## config.mk

```make
export PLATFORM = sky130hd
export DESIGN_NAME = fraction_arith_reduce
export DESIGN_NICKNAME = d
export VERILOG_FILES = /design/src/design/far_pkg.sv /design/src/design/fraction_arith_reduce.sv /design/src/design/far_datapath.sv /design/src/design/far_ctrl.sv /design/src/design/far_reduce_core.sv
export SDC_FILE = /design/constraint.sdc
export NUM_CORES = 2
export LEC_CHECK = 0
export BUFFER_PORTS_ARGS = -buffer_cell sky130_fd_sc_hd__buf_2
export CELL_PAD_IN_SITES_DETAIL_PLACEMENT = 1
export CELL_PAD_IN_SITES_GLOBAL_PLACEMENT = 1
export CORE_AREA = 2 2 328 330
export CTS_CLUSTER_DIAMETER = 100
export DETAILED_ROUTE_END_ITERATION = 7
export DIE_AREA = 0 0 330 332
export PLACE_DENSITY = 0.87
export SETUP_SLACK_MARGIN = 0.02
export SLEW_MARGIN = 20
export SYNTH_ARGS = -nofsm -noshare
export SYNTH_HDL_FRONTEND = slang
export SYNTH_SLANG_ARGS = --single-unit
```

## constraint.sdc

```tcl
create_clock -name clk -period 10.7 [get_ports clk]
set_input_delay 1.605 -clock clk [delete_from_list [all_inputs] [get_ports clk]]
set_output_delay 1.605 -clock clk [all_outputs]
set_load 0.005 [all_outputs]
```

## src/design/far_pkg.sv

```systemverilog
// Shared types and constants for the fraction reduce block.
// No dependencies.
package far_pkg;

    localparam logic [2:0] OP_REDUCE = 3'd0;
    localparam logic [2:0] OP_SUM    = 3'd1;
    localparam logic [2:0] OP_DIFF   = 3'd2;
    localparam logic [2:0] OP_PROD   = 3'd3;
    localparam logic [2:0] OP_QUOT   = 3'd4;

    typedef enum logic [1:0] {
        SEL_SUM  = 2'd0,
        SEL_DIFF = 2'd1,
        SEL_PROD = 2'd2,
        SEL_QUOT = 2'd3
    } sel_t;

    // controller -> datapath
    typedef struct packed {
        logic load;       // capture input operands
        logic mul_a;      // first products
        logic mul_b;      // second products
        logic setup;      // pick numerator/denominator for sel
        sel_t sel;
        logic div_start;  // start one long division
        logic div_x;      // load gcd pair: x = |n|, y = d
        logic gcd_step;   // apply remainder to gcd pair
        logic quot_n;     // start n/g
        logic quot_d;     // start d/g
        logic out_load;   // write output register
        logic [2:0] op;
        logic last;
    } cmd_t;

    // datapath -> controller
    typedef struct packed {
        logic div_done;
        logic y_zero;
        logic zero_div;
    } status_t;

endpackage

```

## src/design/fraction_arith_reduce.sv

```systemverilog
// Fraction arithmetic with gcd reduction, top level.
// Usage:
//   Input channel (in_valid/in_stall) carries command and the two fractions.
//   Command 0 yields one result: fraction a in lowest terms.
//   Command 1 yields four results: sum, difference, product, quotient;
//   last marks the final one. A zero divisor gives a 0/0 quotient with divide_error.
//   Output channel (out_valid/out_stall) carries one result per transfer.
// Timing:
//   One item at a time: a multiply phase (S_MUL_A, S_MUL_B), then each result runs
//   Euclid's gcd on a shared restoring divider plus two divisions by the gcd.
//   in_stall is high from acceptance until the last result is transferred; the
//   next item is taken the cycle after.
// Stalls: a result holds on the outputs while out_stall is high; work on
//   the next result waits for that transfer.
// Reset: rst_n asynchronous, active low; returns to idle, no result pending.
// Depends on far_pkg, far_ctrl, far_reduce_core, far_datapath.
module fraction_arith_reduce #(
    parameter int OPERAND_WIDTH = 16
) (
    input  logic                      clk,
    input  logic                      rst_n,
    input  logic                      in_valid,
    output logic                      in_stall,
    input  logic                      command,
    input  logic signed [OPERAND_WIDTH-1:0] a_numerator,
    input  logic [OPERAND_WIDTH-2:0]  a_denominator,
    input  logic signed [OPERAND_WIDTH-1:0] b_numerator,
    input  logic [OPERAND_WIDTH-2:0]  b_denominator,
    output logic                      out_valid,
    input  logic                      out_stall,
    output logic [2:0]                operation,
    output logic signed [31:0]        numerator,
    output logic [30:0]               denominator,
    output logic                      divide_error,
    output logic                      last
);
    import far_pkg::*;

    cmd_t    cmd;
    status_t status;

    far_ctrl u_ctrl (
        .clk, .rst_n, .in_valid, .in_stall, .command,
        .out_valid, .out_stall, .cmd, .status
    );

    far_reduce_core #(.OPERAND_WIDTH(OPERAND_WIDTH)) u_core (
        .clk, .rst_n, .cmd, .status, .command,
        .a_numerator, .a_denominator, .b_numerator, .b_denominator,
        .operation, .numerator, .denominator, .divide_error, .last
    );

endmodule

```

## src/design/far_datapath.sv

```systemverilog
// Datapath: operand registers, multiplier, shared restoring divider, output register.
// Depends on far_pkg.
module far_datapath #(
    parameter int OPERAND_WIDTH = 16
) (
    input  logic                      clk,
    input  logic                      rst_n,
    input  far_pkg::cmd_t             cmd,
    output far_pkg::status_t          status,
    input  logic signed [OPERAND_WIDTH-1:0] a_numerator,
    input  logic [OPERAND_WIDTH-2:0]  a_denominator,
    input  logic signed [OPERAND_WIDTH-1:0] b_numerator,
    input  logic [OPERAND_WIDTH-2:0]  b_denominator,
    output logic [2:0]                operation,
    output logic signed [31:0]        numerator,
    output logic [30:0]               denominator,
    output logic                      divide_error,
    output logic                      last
);
    import far_pkg::*;

    localparam int W  = OPERAND_WIDTH;
    localparam int PW = 2 * W + 1;          // signed product/sum width
    localparam int MW = 2 * W;              // magnitude width
    localparam int CW = $clog2(MW + 1);

    logic signed [W-1:0] an_reg, bn_reg;
    logic signed [W:0]   ad_reg, bd_reg;
    logic signed [PW-1:0] p1_reg, p2_reg, p3_reg, p4_reg;
    logic signed [PW-1:0] n_reg;
    logic [MW-1:0] d_reg, x_reg, y_reg;
    logic [MW-1:0] dv_q_reg, dv_r_reg, dv_d_reg;
    logic [CW-1:0] dv_cnt_reg;
    logic          dv_busy_reg, dv_done_reg;

    logic signed [W:0]   m_x, m_y;
    logic signed [PW-1:0] m_p;
    logic [MW-1:0] dn_mag;
    logic [MW:0]   trial;

    assign m_x = cmd.mul_a ? {{1{an_reg[W-1]}}, an_reg} : ad_reg;
    assign m_y = cmd.mul_a ? bd_reg : {{1{bn_reg[W-1]}}, bn_reg};
    assign m_p = PW'(m_x) * PW'(m_y);
    assign dn_mag = n_reg[PW-1] ? MW'(-n_reg) : MW'(n_reg);
    assign trial = {dv_r_reg, dv_q_reg[MW-1]} - {1'b0, dv_d_reg};

    assign status.div_done = dv_done_reg;
    assign status.y_zero   = (y_reg == '0);
    assign status.zero_div = (bn_reg == '0);

    always_ff @(posedge clk or negedge rst_n)
    begin
        if (!rst_n)
        begin
            dv_busy_reg <= 1'b0;
            dv_done_reg <= 1'b0;
            dv_cnt_reg  <= '0;
            dv_q_reg    <= '0;
            dv_r_reg    <= '0;
            dv_d_reg    <= '0;
        end
        else
        begin
            dv_done_reg <= 1'b0;
            if (cmd.div_start)
            begin
                dv_busy_reg <= 1'b1;
                dv_cnt_reg  <= CW'(MW);
                dv_r_reg    <= '0;
                if (cmd.quot_n)
                begin
                    dv_q_reg <= dn_mag;
                    dv_d_reg <= x_reg;
                end
                else if (cmd.quot_d)
                begin
                    dv_q_reg <= d_reg;
                    dv_d_reg <= x_reg;
                end
                else
                begin
                    dv_q_reg <= x_reg;
                    dv_d_reg <= y_reg;
                end
            end
            else if (dv_busy_reg)
            begin
                if (!trial[MW])
                begin
                    dv_r_reg <= trial[MW-1:0];
                    dv_q_reg <= {dv_q_reg[MW-2:0], 1'b1};
                end
                else
                begin
                    dv_r_reg <= {dv_r_reg[MW-2:0], dv_q_reg[MW-1]};
                    dv_q_reg <= {dv_q_reg[MW-2:0], 1'b0};
                end
                dv_cnt_reg <= dv_cnt_reg - 1'b1;
                if (dv_cnt_reg == CW'(1))
                begin
                    dv_busy_reg <= 1'b0;
                    dv_done_reg <= 1'b1;
                end
            end
        end
    end

    always_ff @(posedge clk)
    begin
        if (cmd.load)
        begin
            an_reg <= a_numerator;
            bn_reg <= b_numerator;
            ad_reg <= (a_denominator == '0) ? (W+1)'(1) : (W+1)'(a_denominator);
            bd_reg <= (b_denominator == '0) ? (W+1)'(1) : (W+1)'(b_denominator);
        end
        if (cmd.mul_a)
        begin
            p1_reg <= m_p;                              // an*bd
            p3_reg <= PW'(ad_reg) * PW'(bd_reg);        // ad*bd
        end
        if (cmd.mul_b)
        begin
            p2_reg <= m_p;                              // ad*bn
            p4_reg <= PW'(an_reg) * PW'(bn_reg);        // an*bn
        end
        if (cmd.setup)
        begin
            case (cmd.sel)
                SEL_SUM:
                begin
                    n_reg <= p1_reg + p2_reg;
                    d_reg <= MW'(p3_reg);
                end
                SEL_DIFF:
                begin
                    n_reg <= p1_reg - p2_reg;
                    d_reg <= MW'(p3_reg);
                end
                SEL_PROD:
                begin
                    n_reg <= p4_reg;
                    d_reg <= MW'(p3_reg);
                end
                default:
                begin
                    n_reg <= p2_reg[PW-1] ? -p1_reg : p1_reg;
                    d_reg <= p2_reg[PW-1] ? MW'(-p2_reg) : MW'(p2_reg);
                end
            endcase
            x_reg <= '0;
            y_reg <= '0;
        end
        if (cmd.div_x)
        begin
            // start gcd: x = |n|, y = d
            x_reg <= dn_mag;
            y_reg <= d_reg;
        end
        if (cmd.gcd_step)
        begin
            x_reg <= y_reg;
            y_reg <= dv_r_reg;
        end
        if (cmd.out_load)
        begin
            operation    <= cmd.op;
            divide_error <= 1'b0;
            last         <= cmd.last;
            if (cmd.sel == SEL_QUOT && bn_reg == '0 && cmd.op == OP_QUOT)
            begin
                numerator    <= '0;
                denominator  <= '0;
                divide_error <= 1'b1;
            end
            else
            begin
                numerator   <= 32'(n_reg);
                denominator <= 31'(d_reg);
            end
        end
        if (cmd.quot_n && dv_done_reg)
            n_reg <= n_reg[PW-1] ? -PW'(dv_q_reg) : PW'(dv_q_reg);
        if (cmd.quot_d && dv_done_reg)
            d_reg <= dv_q_reg;
    end

endmodule

```

## src/design/far_ctrl.sv

```systemverilog
// Controller state machine sequencing multiply, gcd and divide steps.
// Depends on far_pkg.
module far_ctrl (
    input  logic              clk,
    input  logic              rst_n,
    input  logic              in_valid,
    output logic              in_stall,
    input  logic              command,
    output logic              out_valid,
    input  logic              out_stall,
    output far_pkg::cmd_t     cmd,
    input  far_pkg::status_t  status
);
    import far_pkg::*;

    typedef enum logic [3:0] {
        S_IDLE, S_MUL_A, S_MUL_B, S_SETUP, S_GCD_INIT, S_GCD_TEST, S_GCD_WAIT,
        S_QN_WAIT, S_QD_START, S_QD_WAIT, S_OUT, S_HOLD
    } state_t;

    state_t state_reg;
    sel_t   sel_reg;
    logic   pair_reg, out_valid_reg;
    logic [2:0] op;
    logic   lst;

    assign in_stall  = (state_reg != S_IDLE);
    assign out_valid = out_valid_reg;
    assign op  = !pair_reg ? OP_REDUCE : (3'(sel_reg) + 3'd1);
    assign lst = !pair_reg || (sel_reg == SEL_QUOT);

    always_comb
    begin
        cmd = '0;
        cmd.sel = sel_reg;
        cmd.op = op;
        cmd.last = lst;
        case (state_reg)
            S_IDLE:     cmd.load = in_valid;
            S_MUL_A:    cmd.mul_a = 1'b1;
            S_MUL_B:    cmd.mul_b = 1'b1;
            S_SETUP:    cmd.setup = 1'b1;
            S_GCD_INIT: cmd.div_x = 1'b1;
            S_GCD_TEST: cmd.div_start = !status.y_zero;
            S_GCD_WAIT: cmd.gcd_step = status.div_done;
            S_QN_WAIT:
            begin
                cmd.quot_n = 1'b1;
            end
            S_QD_START:
            begin
                cmd.quot_d = 1'b1;
                cmd.div_start = 1'b1;
            end
            S_QD_WAIT:  cmd.quot_d = 1'b1;
            S_OUT:      cmd.out_load = 1'b1;
            default:    ;
        endcase
        if (state_reg == S_GCD_TEST && status.y_zero)
        begin
            // x holds gcd; start n/g
            cmd.quot_n = 1'b1;
            cmd.div_start = (status.y_zero);
        end
    end

    always_ff @(posedge clk or negedge rst_n)
    begin
        if (!rst_n)
        begin
            state_reg     <= S_IDLE;
            sel_reg       <= SEL_SUM;
            pair_reg      <= 1'b0;
            out_valid_reg <= 1'b0;
        end
        else
        begin
            if (out_valid_reg && !out_stall)
                out_valid_reg <= 1'b0;
            case (state_reg)
                S_IDLE:
                begin
                    if (in_valid)
                    begin
                        pair_reg  <= command;
                        // reduce-only takes the product path with b = 1/1
                        sel_reg   <= command ? SEL_SUM : SEL_PROD;
                        state_reg <= S_MUL_A;
                    end
                end
                S_MUL_A: state_reg <= S_MUL_B;
                S_MUL_B: state_reg <= S_SETUP;
                S_SETUP:
                begin
                    if (sel_reg == SEL_QUOT && status.zero_div)
                        state_reg <= S_OUT;
                    else
                        state_reg <= S_GCD_INIT;
                end
                S_GCD_INIT: state_reg <= S_GCD_TEST;
                S_GCD_TEST:
                begin
                    if (status.y_zero)
                        state_reg <= S_QN_WAIT;
                    else
                        state_reg <= S_GCD_WAIT;
                end
                S_GCD_WAIT:
                    if (status.div_done)
                        state_reg <= S_GCD_TEST;
                S_QN_WAIT:
                    if (status.div_done)
                        state_reg <= S_QD_START;
                S_QD_START: state_reg <= S_QD_WAIT;
                S_QD_WAIT:
                    if (status.div_done)
                        state_reg <= S_OUT;
                S_OUT:
                begin
                    out_valid_reg <= 1'b1;
                    state_reg     <= S_HOLD;
                end
                S_HOLD:
                begin
                    if (!out_valid_reg || !out_stall)
                    begin
                        if (!pair_reg || sel_reg == SEL_QUOT)
                            state_reg <= S_IDLE;
                        else
                        begin
                            sel_reg   <= sel_t'(sel_reg + 2'd1);
                            state_reg <= S_SETUP;
                        end
                    end
                end
                default: state_reg <= S_IDLE;
            endcase
        end
    end

endmodule

```

## src/design/far_reduce_core.sv

```systemverilog
// Reduce-only operand shaping: for command 0 the fraction a passes as a*1/1.
// Depends on far_pkg; wraps the datapath.
module far_reduce_core #(
    parameter int OPERAND_WIDTH = 16
) (
    input  logic                      clk,
    input  logic                      rst_n,
    input  far_pkg::cmd_t             cmd,
    output far_pkg::status_t          status,
    input  logic                      command,
    input  logic signed [OPERAND_WIDTH-1:0] a_numerator,
    input  logic [OPERAND_WIDTH-2:0]  a_denominator,
    input  logic signed [OPERAND_WIDTH-1:0] b_numerator,
    input  logic [OPERAND_WIDTH-2:0]  b_denominator,
    output logic [2:0]                operation,
    output logic signed [31:0]        numerator,
    output logic [30:0]               denominator,
    output logic                      divide_error,
    output logic                      last
);
    import far_pkg::*;

    logic signed [OPERAND_WIDTH-1:0] bn_in;
    logic [OPERAND_WIDTH-2:0] bd_in;

    // command 0: b = 1/1 so the product path gives an/ad
    assign bn_in = command ? b_numerator : OPERAND_WIDTH'(1);
    assign bd_in = command ? b_denominator : (OPERAND_WIDTH-1)'(1);

    far_datapath #(.OPERAND_WIDTH(OPERAND_WIDTH)) u_dp (
        .clk, .rst_n, .cmd, .status,
        .a_numerator, .a_denominator,
        .b_numerator(bn_in), .b_denominator(bd_in),
        .operation, .numerator, .denominator, .divide_error, .last
    );

endmodule

```

# Word level (Yosys, flattened, before mapping)
# Cells that the tools add are included.
[op_classes] addsub=10 n_mul=3 n_eq_ne=22 muxes=66 reduce_logical=30
[ops] operator="2-to-1 mux 32 bit" count=19
[ops] operator="2-to-1 mux 33 bit" count=4
[ops] operator="one-hot mux 33 bit (3 select lines)" count=1
[ops] operator="negation 32 bit" count=2
[ops] operator="one-hot mux 4 bit (12 select lines)" count=1
[ops] operator="2-to-1 mux 17 bit" count=2
[ops] operator="adder 33 bit" count=1
[ops] operator="multiplier 17 x 17 -> 33 bit" count=1
[ops] operator="negation 32 -> 33 bit" count=1
[ops] operator="negation 33 bit" count=1
[ops] operator="subtractor 33 x 32 -> 33 bit" count=1
[ops] operator="subtractor 33 bit" count=1
[ops] operator="logical NOT 32 bit" count=1
[ops] operator="multiplier 16 x 16 -> 32 bit" count=1
[ops] operator="logical NOT 15 bit" count=2
[ops] operator="multiplier 15 x 15 -> 30 bit" count=1
[ops] operator="2-to-1 mux 4 bit" count=6
[ops] operator="2-to-1 mux 1 bit" count=22
[ops] operator="== test 4 x 3 -> 1 bit (second input constant)" count=4
[ops] operator="== test 4 bit (second input constant)" count=4
[ops] operator="logical NOT 16 bit" count=1
[ops] operator="2-to-1 mux 15 bit" count=1
[ops] operator="2-to-1 mux 6 bit" count=2
[ops] operator="2-to-1 mux 2 bit" count=5
[ops] operator="other kinds (27)" count=46
[word_totals] register_bits=502 inputBits=67 output_inout_bits=70 elab_cells=158

# Logic depth before layout (Yosys ltp)
[depth] ltp_word=6 ltp_mapped=30 mapped_depth_nobuf=26

# By module
# From an unflattened synthesis, not the netlist that was laid out.
[hier_totals] cells_unflattened=5751 area_unflattened_um2=55030.3
[modules_own_cells] mod="far_datapath" instances=1 cells_each=5641 area_per_inst_um2=54180.7 seq_area_each_um2=14223.6
[modules_own_cells] mod="far_ctrl" instances=1 cells_each=76 area_per_inst_um2=640.6 seq_area_each_um2=200.2
[modules_own_cells] mod="far_reduce_core" instances=1 cells_each=34 area_per_inst_um2=209.0 seq_area_each_um2=0.0

# Worst setup path before layout
# Ideal clock, no wire load.
[synth_timing] kind="register to register" from="reg u_ctrl.state_reg[2]" to="reg u_core.u_dp.p1_reg[31] (data pin)" setup_ns=0.262 arrival_time_ns=8.759 required_time_ns=10.438 path_slack_ns=1.679 path_stages_with_launch=29 n_path_buf=4 period_less_slack_ns=9.021 cell_sequence="dfrtp_1 clkbuf_1 nor2_1 and2_1 clkbuf_1 buf_1 clkbuf_1 mux2i_1 nor2_1 fa_1 ha_1 inv_1 fa_1 fa_1 inv_1 fa_1 inv_1 fa_1 inv_1 ha_1 a21o_1 a311o_1 a21oi_1 o21bai_1 o211a_1 o41ai_1 o21bai_1 a21oi_1 xnor2_1"
[synth_between] elab_chain_len=4 word_cells_on_any_way=5 cone_classes="mul (1); eq/ne (1); mux (3)"
[synth_lines] element="start, declared" line_no="far_ctrl.sv:21" text="state_t state_reg;"
[synth_lines] element="start signal, assigned" line_no="far_ctrl.sv:71" text="state_reg <= S_IDLE;"
[synth_lines] element="start signal, assigned" line_no="far_ctrl.sv:88" text="state_reg <= S_MUL_A;"
[synth_lines] element="start signal, assigned" line_no="far_ctrl.sv:91" text="S_MUL_A: state_reg <= S_MUL_B;"
[synth_lines] element="== test 4 x 1 -> 1 bit *" line_no="far_ctrl.sv:38" text="case (state_reg)"
[synth_lines] element="2-to-1 mux 1 bit *" line_no="far_ctrl.sv:38"
[synth_lines] element="2-to-1 mux 17 bit, on equally long branches" line_no="far_datapath.sv:41, far_datapath.sv:42"
[synth_lines] element="multiplier 17 x 17 -> 33 bit *" line_no="far_datapath.sv:43" text="assign m_p = PW'(m_x) * PW'(m_y);"
[synth_lines] element="net u_core.u_dp.m_p[31]" line_no="far_datapath.sv:37" text="logic signed [PW-1:0] m_p;"
[synth_lines] element="end signal, assigned" line_no="far_datapath.sv:119" text="p1_reg <= m_p;"
[synth_lines] element="end, declared" line_no="far_datapath.sv:29" text="logic signed [PW-1:0] p1_reg, p2_reg, p3_reg, p4_reg;"
# Mark *: on every way through the listed nets, which the timed path passes. The rest lies on a longest branch.
# A chain may end at the register's enable or synchronous reset.

# Worst setup path after layout
[layout_timing] from="reg u_ctrl.state_reg[3]" to="reg u_core.u_dp.p2_reg[31] (data pin)"
[layout_between] elab_chain_len=4 word_cells_on_any_way=5 cone_classes="mul (1); eq/ne (1); mux (3)"
[layout_lines] element="== test 4 x 1 -> 1 bit *" line_no="far_ctrl.sv:38"
[layout_lines] element="2-to-1 mux 1 bit *" line_no="far_ctrl.sv:38"
[layout_lines] element="2-to-1 mux 17 bit, on equally long branches" line_no="far_datapath.sv:41, far_datapath.sv:42"
[layout_lines] element="multiplier 17 x 17 -> 33 bit *" line_no="far_datapath.sv:43"
[layout_lines] element="net u_core.u_dp.m_p[31]" line_no="far_datapath.sv:37"
[layout_lines] element="end signal, assigned" line_no="far_datapath.sv:124" text="p2_reg <= m_p;"
[layout_lines] element="end, declared" line_no="far_datapath.sv:29"
# Marked as above.

==> run metrics <==
top-count cell post-synth inv_1; CTS sink cnt approximately 500; worst-skew pair later-pin latency 0.70 ns; Final ANT Viol Nets 0; maxcap violations 0; Initial Util 0.516; Mapped Cells around 5.7k; Pre-antenna DRT Iters 8; Post-CTS Resized 0; post-synthesis xor/xnor area fraction 0.0466; Crit-path slowest cell and2_4; Core Box Area 106000 sq um; WS Path Type flip-flop to flip-flop; Bufs on Longest Clock Path 3; CTS Buf Count 60; sequential share of the synthesized area 0.263; final hold violations 0; first-pass GRT wire length slightly below 300000 um; Worst Path Required 11.14 ns; full die area ~110000 sq um; clk_skew 0.0644 ns; startpoint types flip-flop; final HPWL from detailed placement approximately 150000 um; slowest stage delay, CP around 0.67 ns; Chip Width ~330 um; clock root cell clkbuf_16; largest net degree at the start of global routing 100; Post-synth EDFFs 387; max-slew violations 0; Initial DRC Count 3910; register bit count reported by yosys around 500; failing checks design-rule violations; sum of negative setup slack 0 ns; CTS Hold Bufs 0; Hold/Removal Path Class flip-flop to flip-flop; GRT Total Usage 0.349; crit path max fanout 42; relative slew slack 0.220; Post-Synth Simple-Gate Area 0.146; Final Net Count 6823; min cycle time layout just over 9 ns; post-synthesis adder-cell area fraction 0.336; main combinational cell family by area after synthesis adder cells; DR DRC count 26; Area Overhead vs Synth 7.74%; yosys warns 0; RSZ-0062 raised after global routing no; FP Rows 120; Async SR Flop Fraction 0.224; DR vias/cell 6.11; cell taking the most area after synthesis fa_1; cell repeated most along the worst path fa_1; Synth top area share 0.260; Clock transition at path regs 0.07 ns; postcts setup bufs 0; status finished, violations left; Port Buffer Count 136; worst endpoint data arrival time 9.63 ns; Worst-Margin Slew 1.17 ns; vias in the first global route 48.8k; total wire length 189000 um; Crit path max-delay family adder cells; top post-synthesis cells by count inv_1, fa_1, nand2_1; Synth area leaders fa_1, edfxtp_1, ha_1, inv_1, dfrtp_1; Mapped Area ~55000 sq um; Avg Cell Area, Syn ~9.6 sq um; Syn Nets 6829; CP Buf/Inv Count 6; Main synth FF type edfxtp_1; Overflow after GRT 0; CTS tree done; Synth Area in Compound Gates 0.108; endpoint kind of the worst setup timing path flip-flop; I/O pins between 100 and 150; final worst path period share 0.859; mux cell area share after synthesis 0.0239; # setup viols final 0; via count ~44k; gpl congestion roughly 0.98; count of different cell masters after synthesis 78; Wirelength per Cell about 26 um; Die Height 332 um; share of cells above drive strength 1 0.0719; fmax 109 MHz; initial antenna violation count 6; # H-tree levels 2
-- stage by stage --
stage          area, sq um  utilization  cells  worst slack [ns]  hold WS, ns
6_report             59100        0.556   7167              1.51        0.489
5_1_grt              59100        0.556   7165              1.12        0.522
4_1_cts              59100        0.556   7164              1.71        0.489
3_5_place_dp         56900        0.536   7050              1.66        0.471
3_3_place_gp         56900        0.536   7050              2.05        0.465
2_1_floorplan        54900            -   5716              1.68        0.450
-- layout by cell type, fill, tap and decap left out, types with 103 or more instances in the layout --
cell type,instances
a21oi_1,220
and2_1,257
buf_2,135
dfrtp_1,111
edfxtp_1,387
fa_1,712
ha_1,333
inv_1,826
nand2_1,694
nor2_1,335
nor2b_1,103
o21ai_0,302
xnor2_1,156
xor2_1,136
-- path summary, 6_finish.rpt --
path	from	slack [ns]	endpoint	cells past startpoint
max reg2reg	u_ctrl.state_reg[3]	1.51	u_core.u_dp.p2_reg[31]	26
max	u_ctrl.state_reg[3]	1.51	u_core.u_dp.p2_reg[31]	26
min	u_core.u_dp.dv_d_reg[15]	0.49	u_core.u_dp.dv_d_reg[15]	2
max in group asynchronous	rst_n	8.35	u_core.u_dp.dv_r_reg[16]	2
min reg2reg	u_core.u_dp.dv_d_reg[15]	0.49	u_core.u_dp.dv_d_reg[15]	2
min in group asynchronous	rst_n	1.08	u_core.u_dp.dv_q_reg[28]	1
-- worst min-delay path: stages, from the launching register on --
cell     delay [ns]
dfrtp_1        0.35
nand2_1        0.05
o21ai_0        0.06
-- kinds of logic (layout without fill, tap and decap cells) --
family                     after synthesis  in the layout
and+or+nand+nor                       1700           1700
buffers and inverters                 1113           1159
adders and majority gates             1046           1046
AOI/OAI and AO/OA                      937            937
DFF                                    499            499
xor gates and xnor gates               292            292
muxes                                  128            128
other                                    1              3
-- final cells by class --
class	instances	area [sq um]
Tap cell	1403	1760
Inverter	827	3100
Fill cell	11900	47200
Clock inverter	41	543
Timing Repair Buffer	218	1310
Multi-Input combinational cell	4104	36400
Sequential cell	499	14400
Clock buffer	73	1610
Antenna cell	2	5.00
-- metal layers --
metal  share of wire  vias up  GRT usage  routed length, um
met1            0.38    22600      0.432              71800
met3           0.075      580     0.0609              14100
li1                -    18700          -                  -
met2            0.48     1951      0.577              90200
met5         0.00015        -          0                 28
met4           0.067        4      0.197              12600
Power is left out: the tool's default activity adds up to more than one toggle a clock period on the data nets, which glitch-free logic cannot reach.
